==> src/hw/rtl/prm_pkg.sv <==
// prm_pkg: constants, codes and beat layout for the packet rate meter.
// No dependencies; imported by packet_rate_meter_top and tb_top.
package prm_pkg;

    // Timebase and scaling
    localparam int unsigned TICKS_PER_SECOND = 1000;
    localparam int unsigned TRIP_SCALE       = 1000;
    localparam int unsigned LINK_OVERHEAD    = 20;
    localparam int unsigned FCS_BYTES        = 4;
    // Counts below this are scaled before dividing
    localparam logic [31:0] SCALE_LIMIT      = 32'hFFFF_FFFF / TICKS_PER_SECOND;

    // Shared unit widths
    localparam int unsigned MUL_W  = 20;   // multiplier constant bits, covers 1e6
    localparam int unsigned DIV_W  = 64;   // dividend / quotient bits
    localparam int unsigned CNT_W  = 6;    // iteration counter

    // Beat layout
    localparam int unsigned S_TDATA_W = 88;
    localparam int unsigned S_TUSER_W = 2;
    localparam int unsigned M_TDATA_W = 64;
    localparam int unsigned CFG_IDX_W = 2;

    // Operation codes
    localparam logic [1:0] OP_BATCH  = 2'd0;
    localparam logic [1:0] OP_SINGLE = 2'd1;
    localparam logic [1:0] OP_READ   = 2'd2;
    localparam logic [1:0] OP_CLEAR  = 2'd3;

    // Statistic selectors
    localparam logic [3:0] SEL_LAST_TOTAL = 4'd3;
    localparam logic [3:0] SEL_LAST_RATE  = 4'd7;
    localparam logic [3:0] SEL_SECONDS    = 4'd8;
    localparam logic [1:0] TOT_PACKETS    = 2'd0;
    localparam logic [1:0] TOT_BYTES      = 2'd1;
    localparam logic [1:0] TOT_BITS       = 2'd2;
    localparam logic [1:0] TOT_LINK       = 2'd3;

    // Register indexes
    localparam logic [1:0] REG_IGNORE    = 2'd0;
    localparam logic [1:0] REG_MAX       = 2'd1;
    localparam logic [1:0] REG_THRESHOLD = 2'd2;
    localparam logic [1:0] REG_LINK_FCS  = 2'd3;

    // Sequencer states
    localparam logic [2:0] ST_IDLE = 3'd0;
    localparam logic [2:0] ST_EXEC = 3'd1;
    localparam logic [2:0] ST_MUL  = 3'd2;
    localparam logic [2:0] ST_DIV  = 3'd3;
    localparam logic [2:0] ST_POST = 3'd4;

    // Job kinds for the shared unit
    localparam logic [1:0] JOB_TRIP    = 2'd0;  // mul by 1000, div by elapsed, compare
    localparam logic [1:0] JOB_RATE_LO = 2'd1;  // mul by ticks, div by window
    localparam logic [1:0] JOB_RATE_HI = 2'd2;  // div by window, mul by ticks
    localparam logic [1:0] JOB_SECS    = 2'd3;  // div window by ticks

endpackage

==> src/hw/rtl/packet_rate_meter_top.sv <==
// packet_rate_meter_top: packet/byte counters with rate reads and a rate trip.
// Depends on prm_pkg for constants, codes and beat layout.
// Arrivals, totals and clears give a result from the exec state after the input beat;
// a new beat is taken only when the sequencer is idle. Rates and trip checks run a
// shared shift-add/subtract unit (20 multiply plus 64 divide steps); seconds only divide.
// Sync active-low reset clears the counters and arms the threshold; no sweep.
module packet_rate_meter_top (
    input  logic                             i_clk,
    input  logic                             i_rst_n,
    // config write port
    input  logic                             i_cfg_we,
    input  logic [prm_pkg::CFG_IDX_W-1:0]    i_cfg_idx,
    input  logic [31:0]                      i_cfg_data,
    // input beats
    input  logic                             s_axis_tvalid,
    output logic                             s_axis_tready,
    // tdata: now[31:0], pkt_count[47:32], byte_total[79:48], stat_select[83:80]
    input  logic [prm_pkg::S_TDATA_W-1:0]    s_axis_tdata,
    // tuser: op[1:0]
    input  logic [prm_pkg::S_TUSER_W-1:0]    s_axis_tuser,
    // result beats
    output logic                             m_axis_tvalid,
    input  logic                             m_axis_tready,
    // tdata: value[63:0]
    output logic [prm_pkg::M_TDATA_W-1:0]    m_axis_tdata,
    // tuser: tripped[0]
    output logic [0:0]                       m_axis_tuser
);
    import prm_pkg::*;

    // Config registers
    logic [31:0] r_ignore, r_max, r_thresh;
    logic        r_fcs;

    // Measurement state
    logic        r_started, r_armed;
    logic [31:0] r_first, r_last;
    logic [63:0] r_packets, r_bytes;

    // Latched input beat
    logic [1:0]  r_op;
    logic [31:0] r_now;
    logic [15:0] r_pkts;
    logic [31:0] r_btot;
    logic [3:0]  r_sel;

    // Sequencer and shared unit
    logic [2:0]       r_state;
    logic [1:0]       r_job;
    logic [CNT_W-1:0] r_cnt;
    logic [63:0]      r_a;      // multiplicand / dividend-quotient
    logic [63:0]      r_p;      // product accumulator
    logic [31:0]      r_rem;
    logic [31:0]      r_dvs;
    logic [MUL_W-1:0] r_mult;

    // Output register
    logic        r_out_valid;
    logic [63:0] r_out_value;
    logic        r_out_trip;

    // Combinational helpers
    logic [31:0] first_eff, elapsed, span, win;
    logic [63:0] pk_new, by_new, total, link_extra;
    logic        counted, trip_check, out_free;
    logic [32:0] rem_sh;
    logic        div_ge;
    logic [31:0] rem_nx;
    logic [63:0] quo_nx, prod_nx;
    logic        trip_hit;

    assign s_axis_tready = (r_state == ST_IDLE) && i_rst_n;
    assign m_axis_tvalid = r_out_valid;
    assign m_axis_tdata  = r_out_value;
    assign m_axis_tuser  = r_out_trip;
    assign out_free      = !r_out_valid || m_axis_tready;

    // Arrival bookkeeping
    always_comb begin
        first_eff  = r_started ? r_first : r_now;
        elapsed    = r_now - first_eff;
        pk_new     = r_packets + ((r_op == OP_SINGLE) ? 64'd1 : {48'd0, r_pkts});
        by_new     = r_bytes + {32'd0, r_btot};
        counted    = (elapsed >= r_ignore) && ((r_op == OP_SINGLE) || (elapsed < r_max));
        trip_check = r_armed && (r_thresh != 32'd0) && (elapsed > 32'(TICKS_PER_SECOND));
    end

    // Read window and selected total
    always_comb begin
        span       = r_last - r_first;
        win        = (span > r_ignore) ? (span - r_ignore) : 32'd1;
        link_extra = r_packets * 64'(LINK_OVERHEAD)
                   + (r_fcs ? r_packets * 64'(FCS_BYTES) : 64'd0);
        unique case (r_sel[1:0])
            TOT_PACKETS: total = r_packets;
            TOT_BYTES:   total = r_bytes;
            TOT_BITS:    total = r_bytes << 3;
            TOT_LINK:    total = (r_bytes + link_extra) << 3;
            default:     total = r_packets;
        endcase
    end

    // Shared unit: one restoring divide step, one shift-add multiply step and the trip compare
    always_comb begin
        rem_sh   = {r_rem, r_a[63]};
        div_ge   = rem_sh >= {1'b0, r_dvs};
        rem_nx   = div_ge ? 32'(rem_sh - {1'b0, r_dvs}) : rem_sh[31:0];
        quo_nx   = {r_a[62:0], div_ge};
        prod_nx  = r_p + (r_mult[0] ? r_a : 64'd0);
        trip_hit = r_a > {32'd0, r_thresh};
    end

    // Config writes
    always_ff @(posedge i_clk) begin
        if (!i_rst_n) begin
            r_ignore <= 32'd0;
            r_max    <= 32'hFFFF_FFFF;
            r_thresh <= 32'd0;
            r_fcs    <= 1'b1;
        end else if (i_cfg_we) begin
            unique case (i_cfg_idx)
                REG_IGNORE:    r_ignore <= i_cfg_data;
                REG_MAX:       r_max    <= i_cfg_data;
                REG_THRESHOLD: r_thresh <= i_cfg_data;
                REG_LINK_FCS:  r_fcs    <= i_cfg_data[0];
                default:       r_fcs    <= r_fcs;
            endcase
        end
    end

    // Latch the input beat
    always_ff @(posedge i_clk) begin
        if (s_axis_tvalid && s_axis_tready) begin
            r_now  <= s_axis_tdata[31:0];
            r_pkts <= s_axis_tdata[47:32];
            r_btot <= s_axis_tdata[79:48];
            r_sel  <= s_axis_tdata[83:80];
            r_op   <= s_axis_tuser;
        end
    end

    // Sequencer, statistics and output register
    always_ff @(posedge i_clk) begin
        if (!i_rst_n) begin
            r_state     <= ST_IDLE;
            r_started   <= 1'b0;
            r_armed     <= 1'b1;
            r_first     <= 32'd0;
            r_last      <= 32'd0;
            r_packets   <= 64'd0;
            r_bytes     <= 64'd0;
            r_out_valid <= 1'b0;
            r_out_trip  <= 1'b0;
            r_out_value <= 64'd0;
            r_job       <= JOB_TRIP;
            r_cnt       <= '0;
        end else begin
            // drop the result once taken
            if (r_out_valid && m_axis_tready) begin
                r_out_valid <= 1'b0;
            end
            unique case (r_state)
                ST_IDLE: begin
                    if (s_axis_tvalid) begin
                        r_state <= ST_EXEC;
                    end
                end
                ST_EXEC: begin
                    // hold until the output register can take a result
                    if (out_free) begin
                        r_out_value <= 64'd0;
                        r_out_trip  <= 1'b0;
                        r_out_valid <= 1'b1;
                        r_state     <= ST_IDLE;
                        r_p         <= 64'd0;
                        r_rem       <= 32'd0;
                        r_cnt       <= '0;
                        priority if (r_op == OP_BATCH || r_op == OP_SINGLE) begin
                            r_started <= 1'b1;
                            r_first   <= first_eff;
                            if (counted) begin
                                r_packets <= pk_new;
                                r_bytes   <= by_new;
                                r_last    <= r_now;
                                if (r_op == OP_BATCH && trip_check) begin
                                    r_a         <= pk_new;
                                    r_mult      <= MUL_W'(TRIP_SCALE);
                                    r_dvs       <= elapsed;
                                    r_job       <= JOB_TRIP;
                                    r_out_valid <= r_out_valid && !m_axis_tready;
                                    r_state     <= ST_MUL;
                                end
                            end else if (r_op == OP_SINGLE || elapsed < r_max) begin
                                r_last <= r_now;
                            end
                        end else if (r_op == OP_READ) begin
                            priority if (r_sel <= SEL_LAST_TOTAL) begin
                                r_out_value <= total;
                            end else if (r_sel == SEL_SECONDS) begin
                                r_a         <= {32'd0, win};
                                r_dvs       <= 32'(TICKS_PER_SECOND);
                                r_job       <= JOB_SECS;
                                r_out_valid <= r_out_valid && !m_axis_tready;
                                r_state     <= ST_DIV;
                            end else if (r_sel <= SEL_LAST_RATE) begin
                                r_a         <= total;
                                r_dvs       <= win;
                                r_mult      <= MUL_W'(TICKS_PER_SECOND);
                                r_out_valid <= r_out_valid && !m_axis_tready;
                                if (total < {32'd0, SCALE_LIMIT}) begin
                                    r_job   <= JOB_RATE_LO;
                                    r_state <= ST_MUL;
                                end else begin
                                    r_job   <= JOB_RATE_HI;
                                    r_state <= ST_DIV;
                                end
                            end else begin
                                r_out_value <= 64'd0;
                            end
                        end else begin
                            // clear stats, keep the armed bit
                            r_started <= 1'b0;
                            r_first   <= 32'd0;
                            r_last    <= 32'd0;
                            r_packets <= 64'd0;
                            r_bytes   <= 64'd0;
                        end
                    end
                end
                ST_MUL: begin
                    // add shifted multiplicand for each set constant bit
                    r_p    <= prod_nx;
                    r_a    <= r_a << 1;
                    r_mult <= r_mult >> 1;
                    r_cnt  <= r_cnt + 1'b1;
                    if (r_cnt == CNT_W'(MUL_W - 1)) begin
                        r_cnt <= '0;
                        if (r_job == JOB_RATE_HI) begin
                            r_state <= ST_POST;
                        end else begin
                            r_a     <= prod_nx;
                            r_rem   <= 32'd0;
                            r_state <= ST_DIV;
                        end
                    end
                end
                ST_DIV: begin
                    // one quotient bit per cycle
                    r_rem <= rem_nx;
                    r_a   <= quo_nx;
                    r_cnt <= r_cnt + 1'b1;
                    if (r_cnt == CNT_W'(DIV_W - 1)) begin
                        r_cnt <= '0;
                        if (r_job == JOB_RATE_HI) begin
                            r_p     <= 64'd0;
                            r_state <= ST_MUL;
                        end else begin
                            r_state <= ST_POST;
                        end
                    end
                end
                ST_POST: begin
                    if (out_free) begin
                        r_out_valid <= 1'b1;
                        r_out_trip  <= 1'b0;
                        r_state     <= ST_IDLE;
                        unique case (r_job)
                            JOB_TRIP: begin
                                r_out_value <= 64'd0;
                                if (trip_hit) begin
                                    r_out_trip <= 1'b1;
                                    r_armed    <= 1'b0;
                                    r_started  <= 1'b0;
                                    r_first    <= 32'd0;
                                    r_last     <= 32'd0;
                                    r_packets  <= 64'd0;
                                    r_bytes    <= 64'd0;
                                end
                            end
                            JOB_RATE_LO: r_out_value <= {32'd0, r_a[31:0]};
                            JOB_RATE_HI: r_out_value <= {32'd0, r_p[31:0]};
                            JOB_SECS:    r_out_value <= r_a;
                            default:     r_out_value <= 64'd0;
                        endcase
                    end
                end
                default: r_state <= ST_IDLE;
            endcase
        end
    end

`ifndef NO_ASSERTIONS
    // a tripped result always carries a zero value
    a_trip_zero: assert property (@(posedge i_clk) disable iff (!i_rst_n)
        (m_axis_tvalid && m_axis_tuser[0]) |-> (m_axis_tdata == 64'd0))
        else $error("tripped result with nonzero value");

    // the divider never runs with a zero divisor
    a_div_nonzero: assert property (@(posedge i_clk) disable iff (!i_rst_n)
        (r_state == ST_DIV) |-> (r_dvs != 32'd0))
        else $error("divide step with zero divisor");

    // a trip disarms the threshold and restarts the measurement
    a_trip_clears: assert property (@(posedge i_clk) disable iff (!i_rst_n)
        (r_state == ST_POST && r_job == JOB_TRIP && out_free && trip_hit)
        |=> (!r_armed && !r_started && r_packets == 64'd0 && m_axis_tuser[0]))
        else $error("trip did not clear the statistics");
`endif

endmodule

==> config.mk <==
export PLATFORM = sky130hd
export DESIGN_NAME = packet_rate_meter_top
export DESIGN_NICKNAME = d
export VERILOG_FILES = /design/src/hw/rtl/prm_pkg.sv /design/src/hw/rtl/packet_rate_meter_top.sv
export SDC_FILE = /design/constraint.sdc
export NUM_CORES = 2
export LEC_CHECK = 0
export ABC_AREA = 1
export BUFFER_PORTS_ARGS = -buffer_cell sky130_fd_sc_hd__clkbuf_2
export CORE_ASPECT_RATIO = 0.5
export CORE_MARGIN = 8
export CORE_UTILIZATION = 45
export DETAILED_ROUTE_END_ITERATION = 16
export RECOVER_POWER = 25
export SYNTH_ARGS = -nofsm -noshare
export SYNTH_HDL_FRONTEND = slang
export SYNTH_SLANG_ARGS = --single-unit
==> constraint.sdc <==
create_clock -name i_clk -period 9.6 [get_ports i_clk]
set_clock_uncertainty 0.1 [all_clocks]
set_input_delay 0.96 -clock i_clk [delete_from_list [all_inputs] [get_ports i_clk]]
set_output_delay 0.96 -clock i_clk [all_outputs]
set_load 0.02 [all_outputs]
# After elaboration in Yosys (flattened, before gate mapping)
# Cells that the tools add are included.
[op_classes]
eq_ne = 39
n_mux = 124
mul = 1
add_sub_neg = 10
div_mod_pow = 0
bitwise = 0
shift = 0
n_reduce_logical = 41
order_cmp = 9
[ops]
columns = ["operator", "n"]
rows = [
  ["$mux W64", 29],
  ["$mux W32", 23],
  ["$pmux W64 S4", 2],
  ["$pmux W64 S2", 3],
  ["$pmux W64 S3", 2],
  ["$mux W20", 8],
  ["$pmux W32 S2", 2],
  ["$sub A32 B32 Y32", 4],
  ["$add A61 B61 Y61", 2],
  ["$pmux W32 S3", 1],
  ["$add A64 B16 Y64", 1],
  ["$add A64 B32 Y64", 1],
  ["$add A64 B64 Y64", 1],
  ["$gt A64 B32 Y1", 1],
  ["$lt A64 B23 Y1 const B", 1],
  ["$mul A64 B3 Y59 const B", 1],
  ["$mux W61", 1],
  ["$pmux W20 S2", 1],
  ["$ge A33 B32 Y1", 1],
  ["$ge A32 B32 Y1", 1],
  ["$gt A32 B10 Y1 const B", 1],
  ["$gt A32 B32 Y1", 1],
  ["$lt A32 B32 Y1", 1],
  ["$reduce_bool A32 Y1", 1],
  ["38 further kinds", 134],
]
[word_totals]
n_memories = 0
ramBits = 0
elab_cells = 250
input_bits = 129
out_inout_bits = 67
latchBits = 0
ff_bits = 666
rom_bits = 0

# Logic depth before layout (Yosys ltp)
[logic_depth]
word_depth = 13
depth_mapped = 42
mapped_depth_nobuf = 42

# Worst setup path before layout
# Ideal clock, no wire load.
[synth_timing]
path_type = "reg-to-reg"
start = "register r_started"
end = "register r_a[0], enable pin"
period_less_slack_ns = 9.307
slack_ns = 0.293
arrival_ns = 8.625
path_stages_with_launch = 28
required_ns = 8.918
path_buffers = 2
path_cell_list = "dfxtp_1 > clkbuf_1 > clkbuf_1 > nand2_1 > o21ai_0 > ha_1 > inv_1 > fa_1 > nand3_1 > nand3_2 > a21oi_4 > inv_1 > nand2_1 > nand3_2 > nand4_1 > nand2_1 > xor2_2 > inv_1 > ha_1 > nand2_1 > inv_1 > nand3_1 > o221ai_1 > o31ai_2 > nand2_1 > nor2_1 > a21oi_1 > a211oi_1"
[synth_between]
elab_chain_len = 7
elab_cells_between_ends = 12
[synth_lines]
columns = ["element", "line_no", "rtl"]
rows = [
  ["from (decl)", "packet_rate_meter_top.sv:36", "logic r_started, r_armed;"],
  ["from (signal assigned)", "packet_rate_meter_top.sv:146", "r_started <= 1'b0;"],
  ["from (signal assigned)", "packet_rate_meter_top.sv:179", "r_started <= 1'b1;"],
  ["from (signal assigned)", "packet_rate_meter_top.sv:222", "r_started <= 1'b0;"],
  ["$mux W32 (*)", "packet_rate_meter_top.sv:80", "first_eff = r_started ? r_first : r_now;"],
  ["$sub A32 B32 Y32 (*)", "packet_rate_meter_top.sv:81", "elapsed = r_now - first_eff;"],
  ["$gt A32 B10 Y1 / $lt A32 B32 Y1 (equally long branches)", "packet_rate_meter_top.sv:85, packet_rate_meter_top.sv:84", ""],
  ["$logic_and A1 B1 Y1 / $logic_or A1 B1 Y1 (equally long branches)", "packet_rate_meter_top.sv:85, packet_rate_meter_top.sv:84", ""],
  ["$logic_and A1 B1 Y1, on equally long branches", "packet_rate_meter_top.sv:185, packet_rate_meter_top.sv:84", ""],
  ["$ne A3 B3 Y1 (no line)", "-", ""],
  ["$reduce_and A8 Y1 (no line) (*)", "-", ""],
  ["to (signal assigned)", "packet_rate_meter_top.sv:186", "r_a <= pk_new;"],
  ["to (signal assigned)", "packet_rate_meter_top.sv:200", "r_a <= {32'd0, win};"],
  ["to (signal assigned)", "packet_rate_meter_top.sv:206", "r_a <= total;"],
  ["to (decl)", "packet_rate_meter_top.sv:51", "logic [63:0] r_a;"],
]
# Every way passes the cells marked *; elsewhere a longest branch is shown, timed or not.
# A chain may end at the register's enable or synchronous reset.

# Worst setup path after layout
[layout_timing]
start = "register r_packets[1]"
end = "register r_state[0]"
[layout_between]
elab_chain_len = 13
elab_cells_between_ends = 14
[layout_lines]
columns = ["element", "line_no", "rtl"]
rows = [
  ["from (decl)", "packet_rate_meter_top.sv:38", "logic [63:0] r_packets, r_bytes;"],
  ["from (signal assigned)", "packet_rate_meter_top.sv:182", "r_packets <= pk_new;"],
  ["$mul A64 B3 Y59 / $mux W61 (equally long branches)", "packet_rate_meter_top.sv:92, packet_rate_meter_top.sv:93", ""],
  ["$add A61 B61 Y61", "packet_rate_meter_top.sv:93", "+ (r_fcs ? r_packets * 64'(FCS_BYTES) : 64'd0);"],
  ["$add A61 B61 Y61", "packet_rate_meter_top.sv:98", "TOT_LINK: total = (r_bytes + link_extra) << 3;"],
  ["$pmux W64 S4 (*)", "packet_rate_meter_top.sv:94", "unique case (r_sel[1:0])"],
  ["$lt A64 B23 Y1 (*)", "packet_rate_meter_top.sv:210", "if (total < {32'd0, SCALE_LIMIT}) begin"],
  ["$mux W1 (*)", "packet_rate_meter_top.sv:210", ""],
  ["$mux W2 (*)", "packet_rate_meter_top.sv:205", "end else if (r_sel <= SEL_LAST_RATE) begin"],
  ["$mux W2 (*)", "packet_rate_meter_top.sv:199", "end else if (r_sel == SEL_SECONDS) begin"],
  ["$mux W2 (*)", "packet_rate_meter_top.sv:197", "priority if (r_sel <= SEL_LAST_TOTAL) begin"],
  ["$mux W2 (*)", "packet_rate_meter_top.sv:196", "end else if (r_op == OP_READ) begin"],
  ["$mux W3 (*)", "packet_rate_meter_top.sv:178", "priority if (r_op == OP_BATCH || r_op == OP_SINGLE) begin"],
  ["$mux W3 (*)", "packet_rate_meter_top.sv:170", "if (out_free) begin"],
  ["$pmux W3 S5 (*)", "packet_rate_meter_top.sv:162", "unique case (r_state)"],
  ["to (signal assigned)", "packet_rate_meter_top.sv:165", "r_state <= ST_EXEC;"],
  ["to (signal assigned)", "packet_rate_meter_top.sv:174", "r_state <= ST_IDLE;"],
  ["to (signal assigned)", "packet_rate_meter_top.sv:204", "r_state <= ST_DIV;"],
  ["to (decl)", "packet_rate_meter_top.sv:48", "logic [2:0] r_state;"],
]
# Every way passes the cells marked *; elsewhere a longest branch is shown, timed or not. The select of a mux whose other input is x is not followed.

==> impl_summary.md <==
Timing
For this run, the top clock speed supported by timing is 0.122 GHz. Setup repair after global routing left no endpoint under its margin. The smallest clock period supported by the final layout is computed as 8.20 ns.

The setup TNS after final layout is 0 ns. The final number of hold-violating endpoints came to 0. The slew of the pin with the lowest slew margin is between 4 and 5 ns. The final critical-path share of the clock period is 85.4%.

The count of final max-slew check failures is 259. The count of endpoints failing setup in the final report is 0. The worst slew margin relative to its limit is -167%.

Placement
Routability-driven placement finished with a final weighted congestion of 0.985. The placed instance area is 0.0615 mm^2. The HPWL after detailed placement is between 150 and 200 mm. During placement, the flow inserted port buffers numbering 191. In this run, placement finished with an instance count of 10500.

Synthesis
The number of distinct standard cells referenced by the synthesized netlist is 81. Synthesis produced 8799 cells. During synthesis, Yosys emitted a total of 0 warnings.

Sequential elements use 27.2% of the synthesized area. The fraction of post-synthesis cell area in the top cell type by area is 14.7%. The library cell with the largest summed area after synthesis is sky130_fd_sc_hd__edfxtp_1. In the synthesized netlist the async set-or-reset flop fraction comes to 0%.

The commonest register cell after synthesis is sky130_fd_sc_hd__dfxtp_1. After synthesis, the largest family of logic cells by area is simple AND/OR/NAND/NOR gates. Each instance of the synthesized netlist takes up on average 6.69 um^2.

The synthesized-area fraction occupied by ao, oa, aoi and oai cells is 20.0%. By area the synthesized netlist is led by sky130_fd_sc_hd__edfxtp_1 15%, sky130_fd_sc_hd__nand2_1 13%, sky130_fd_sc_hd__dfxtp_1 13%, sky130_fd_sc_hd__ha_1 11%, sky130_fd_sc_hd__inv_1 9.0%. The cell area after synthesis is roughly 0.06 mm^2.

The fraction of the mapped netlist area in simple logic gates is 25.4%. The synthesized netlist devotes 12.9% of its cell area to adder and majority cells. The net count after synthesis is 9496. The share of cell area taken by muxes after synthesis is 0%. The post-synthesis xor/xnor area fraction is 3.57%. The number of register bits inferred by synthesis is 656. Counting flops with a built-in enable in the synthesized netlist gives 288.

Global routing
Global routing consumed, on the met3 layer, 7.05% of the routing resources. The number of antenna violations at the first check in global routing is 14. The remaining global-route overflow is 0. For met1 alone, demand over resource in global routing was between 40 and 50%. The pin count of the biggest net entering global routing is 99.

In the global route stage, overall resource usage came out at a little under a third. The number of global-route vias before repair was 54700. The layer flagged by global routing as most heavily used is met1.

For this run, global-route usage on met2 was measured as between 40% and 50%. The global-route wire length before repair is roughly 350 mm.

Floorplan
The initial standard-cell utilization of the core is 45.5%. The core region is 0.129 mm^2. Pin placement for this block handled 196 I/O pins. The full die area is 0.143 mm^2. The width of the die is 527 um. The floorplan die height is between 200 and 300 um. The row count is 93.

Setup path
The endpoint of the lowest-slack register-to-register path is r_state[0]. The sort of element at the end of the critical path is a flip-flop. The type of the worst setup path is flip-flop to flip-flop. The maximum net fanout on the critical path is 6.

The dominant cell type by count on the critical path is sky130_fd_sc_hd__nand2_1. The required time at the worst-slack endpoint is 9.88 ns. In this run the register-to-register setup slack is 1.40 ns.

The worst setup path is launched from a flip-flop. The largest stage delay on the critical path is about 0.85 ns. The worst path arrival time is 8.48 ns. The worst register-to-register path has a depth of 40. The critical register-to-register path startpoint is r_packets[1]. The slowest stage of the critical path is the sky130_fd_sc_hd__nor3_2 cell.

Cells and area
The area added between synthesis and finish is 8.72%. The proportion of layout cells with a drive suffix above 1 is around 5.6%. The finished layout holds 10700 standard cells, fillers aside. For this run, the post-layout net count is ~9600. The post-route cell area is 0.0640 mm^2. The number of fillers in the final layout is 13700.

Power and ir drop
In this run the static leakage power is between 20 and 30 nW. The maximum VDD drop is about 0.96 mV. Of the total power, registers draw 18.9%.

The net switching component of the power is between 0.01 and 0.015 W. In this run the power density over the cells is approximately 350 mW/mm^2. In this run, the combinational gates consume 67.2% of the power. The internal cell power is 0.00976 W. The switching power as a share of total power is 56.4%.

The share of total power dissipated in the clock network is 13.9%.

CTS
The CTS H-tree depth is 3. The total clock buffers created by CTS is 71. The clock-pin slew reported for the worst setup and hold paths after clock tree synthesis is 0.09 ns. TritonCTS built the clock tree.

The clock network latency to the later pin of the worst-skew pair is 0.71 ns. The tree is rooted in a sky130_fd_sc_hd__clkbuf_16. The post-cts repair resize count is 0. The clock drives 656 sinks. Buffers inserted to repair hold after CTS numbered 0. In this run the post-CTS setup repair buffer count came out at 0. The deepest clock path buffer count is 3.

Detailed routing
The number of iterations in the first detailed-routing pass is 6. The count of nets left with antenna violations after detail routing is 0. The count of unresolved DRC violations after routing is 0. Summed over all layers, the routed wires come to 236 mm. The average via count per standard cell is 5.62.

In the final routed layout, each cell accounts on average for between 20 and 25 um. The first-iteration detailed-routing DRC count is 7192. The via total after detailed routing is 60000.

Worst hold path
The min-delay analysis places its worst path in the category input port to flip-flop. The sink of the worst hold path is r_now[23]. The hold path startpoint is s_axis_tdata[23]. Counting instances, the worst hold path has a depth of 1.

Status
The final reports fail on max-capacitance violations, max-slew violations. The flow ran to the end, but the final reports show violations.

Run
The max capacitance violation total is 4.
[cell families after synthesis]
logic type / Yosys count
DFF: 656
xor gates and xnor gates: 237
adders and majority gates: 568
and+or+nand+nor: 3579
AOI/OAI and AO/OA: 2074
buffers and inverters: 1685
[per-layer routing]
metal,routed length (um),vias up
met5,81,-
li1,-,29200
met4,7580,12
met3,24000,313
met1,109000,28000
met2,95200,2389
[cell usage in the layout, fill, tap and decap left out, drive strengths merged, types with 35 or more instances in the layout]
| cell type | Yosys | layout |
|---|---|---|
| a21oi | 917 | 917 |
| xnor2 | 89 | 89 |
| o21a | 38 | 38 |
| edfxtp | 288 | 288 |
| xor2 | 148 | 148 |
| nand4 | 91 | 91 |
| o21ai | 719 | 719 |
| a31oi | 44 | 44 |
| nand3b | 54 | 54 |
| buf | 59 | 59 |
| o211ai | 78 | 78 |
| inv | 1420 | 1426 |
| nor2 | 835 | 835 |
| clkbuf | 202 | 282 |
| o22ai | 79 | 79 |
| nand2 | 2024 | 2024 |
| or2 | 35 | 35 |
| dfxtp | 368 | 368 |
| ha | 501 | 501 |
| nor4 | 51 | 51 |
| nor3 | 145 | 145 |
| fa | 67 | 67 |
| nand3 | 323 | 323 |
[how the worst max path moves through the flow]
stage | to | start | slack (ns) | cells after the start
finish | r_state[0] | r_packets[1] | 1.40 | 40
global route | r_state[0] | r_packets[5] | 1.13 | 37
CTS | r_state[0] | r_packets[1] | 1.83 | 40
detailed placement | r_state[0] | r_packets[1] | 1.90 | 40
global placement | r_state[0] | r_packets[1] | 1.94 | 40
floorplan | r_a[0] | r_started | 0.29 | 27
[power groups by stage]
stage	Sequential (W)	Clock (W)	Combinational (W)
after floorplan	0.00417	0	0.00957
after global placement	0.00427	0	0.0146
after detailed placement	0.00427	0	0.0146
after CTS	0.00422	0.00314	0.0147
after global routing	0.00427	0.00325	0.0164
final	0.00423	0.00311	0.0150
[flip-flops by register name, summed over array words and instances (netlist names), 2 cells and up]
name	count
r_max	32
r_a	64
r_mult	10
r_dvs	32
r_bytes	64
r_state	3
r_first	32
r_rem	32
r_packets	64
r_job	2
r_cnt	6
r_p	64
r_now	32
r_pkts	16
r_op	2
r_thresh	32
r_last	32
m_axis_tdata	64
r_btot	32
r_sel	4
r_ignore	32
[synth_stat cells (12+ instances only)]
master                     number
sky130_fd_sc_hd__fa_1          67
sky130_fd_sc_hd__nand3b_1      54
sky130_fd_sc_hd__o21a_1        38
sky130_fd_sc_hd__o221ai_1      16
sky130_fd_sc_hd__inv_1       1409
sky130_fd_sc_hd__o21bai_1      25
sky130_fd_sc_hd__xnor2_1       89
sky130_fd_sc_hd__a21oi_2       18
sky130_fd_sc_hd__dfxtp_1      368
sky130_fd_sc_hd__ha_1         501
sky130_fd_sc_hd__nor4_1        50
sky130_fd_sc_hd__nor2_1       816
sky130_fd_sc_hd__nor3_1       138
sky130_fd_sc_hd__or2_2         30
sky130_fd_sc_hd__nand2_2       16
sky130_fd_sc_hd__edfxtp_1     288
sky130_fd_sc_hd__a22oi_1       21
sky130_fd_sc_hd__a211oi_1      15
sky130_fd_sc_hd__o21ai_0      643
sky130_fd_sc_hd__o22ai_1       79
sky130_fd_sc_hd__o211ai_1      78
sky130_fd_sc_hd__a31oi_1       43
sky130_fd_sc_hd__nand3_1      313
sky130_fd_sc_hd__nand4_1       91
sky130_fd_sc_hd__a221oi_1      27
sky130_fd_sc_hd__clkbuf_1     201
sky130_fd_sc_hd__a21o_1        24
sky130_fd_sc_hd__a21oi_1      895
sky130_fd_sc_hd__xor2_1       145
sky130_fd_sc_hd__o21ai_1       47
sky130_fd_sc_hd__a21boi_0      12
sky130_fd_sc_hd__o21ai_2       27
sky130_fd_sc_hd__nand2_1     2007
sky130_fd_sc_hd__nor2_2        15
sky130_fd_sc_hd__buf_2         29
sky130_fd_sc_hd__buf_1         20
[metrics by stage]
step / hold slack (ns) / worst slack, ns / total power (W) / utilization (%)
3_3_place_gp: 0.345 / 1.94 / 0.0188 / 47.6
2_1_floorplan: 0.319 / 0.293 / 0.0137 / -
6_report: 0.327 / 1.40 / 0.0224 / 49.5
3_5_place_dp: 0.344 / 1.90 / 0.0189 / 47.6
5_1_grt: 0.299 / 1.13 / 0.0239 / 49.5
4_1_cts: 0.275 / 1.83 / 0.0220 / 49.6
[area by class of cell]
cell class / instances / area, um^2 / share of cell area [%]
clock inverter: 42 / 579 / 0.906
inverter: 1424 / 5350 / 8.36
multi-input combinational: 6458 / 36500 / 57.1
tap: 1757 / 2200 / 3.44
clock buffer: 89 / 1960 / 3.06
sequential: 656 / 16000 / 25.0
timing repair buffer: 252 / 1350 / 2.10
antenna: 2 / 5.00 / 0.00782
[critical path, delay by kind of cell (launching register included)]
family	cells	cell delay, ns
XOR/XNOR	1	0.20
AO/OA/AOI/OAI	10	1.70
AND/OR/NAND/NOR	21	3.46
flip-flops	1	0.42
buffers and inverters	3	0.16
adder cells (fa/ha/maj)	5	1.80
Power figures use the tool's default switching activity.
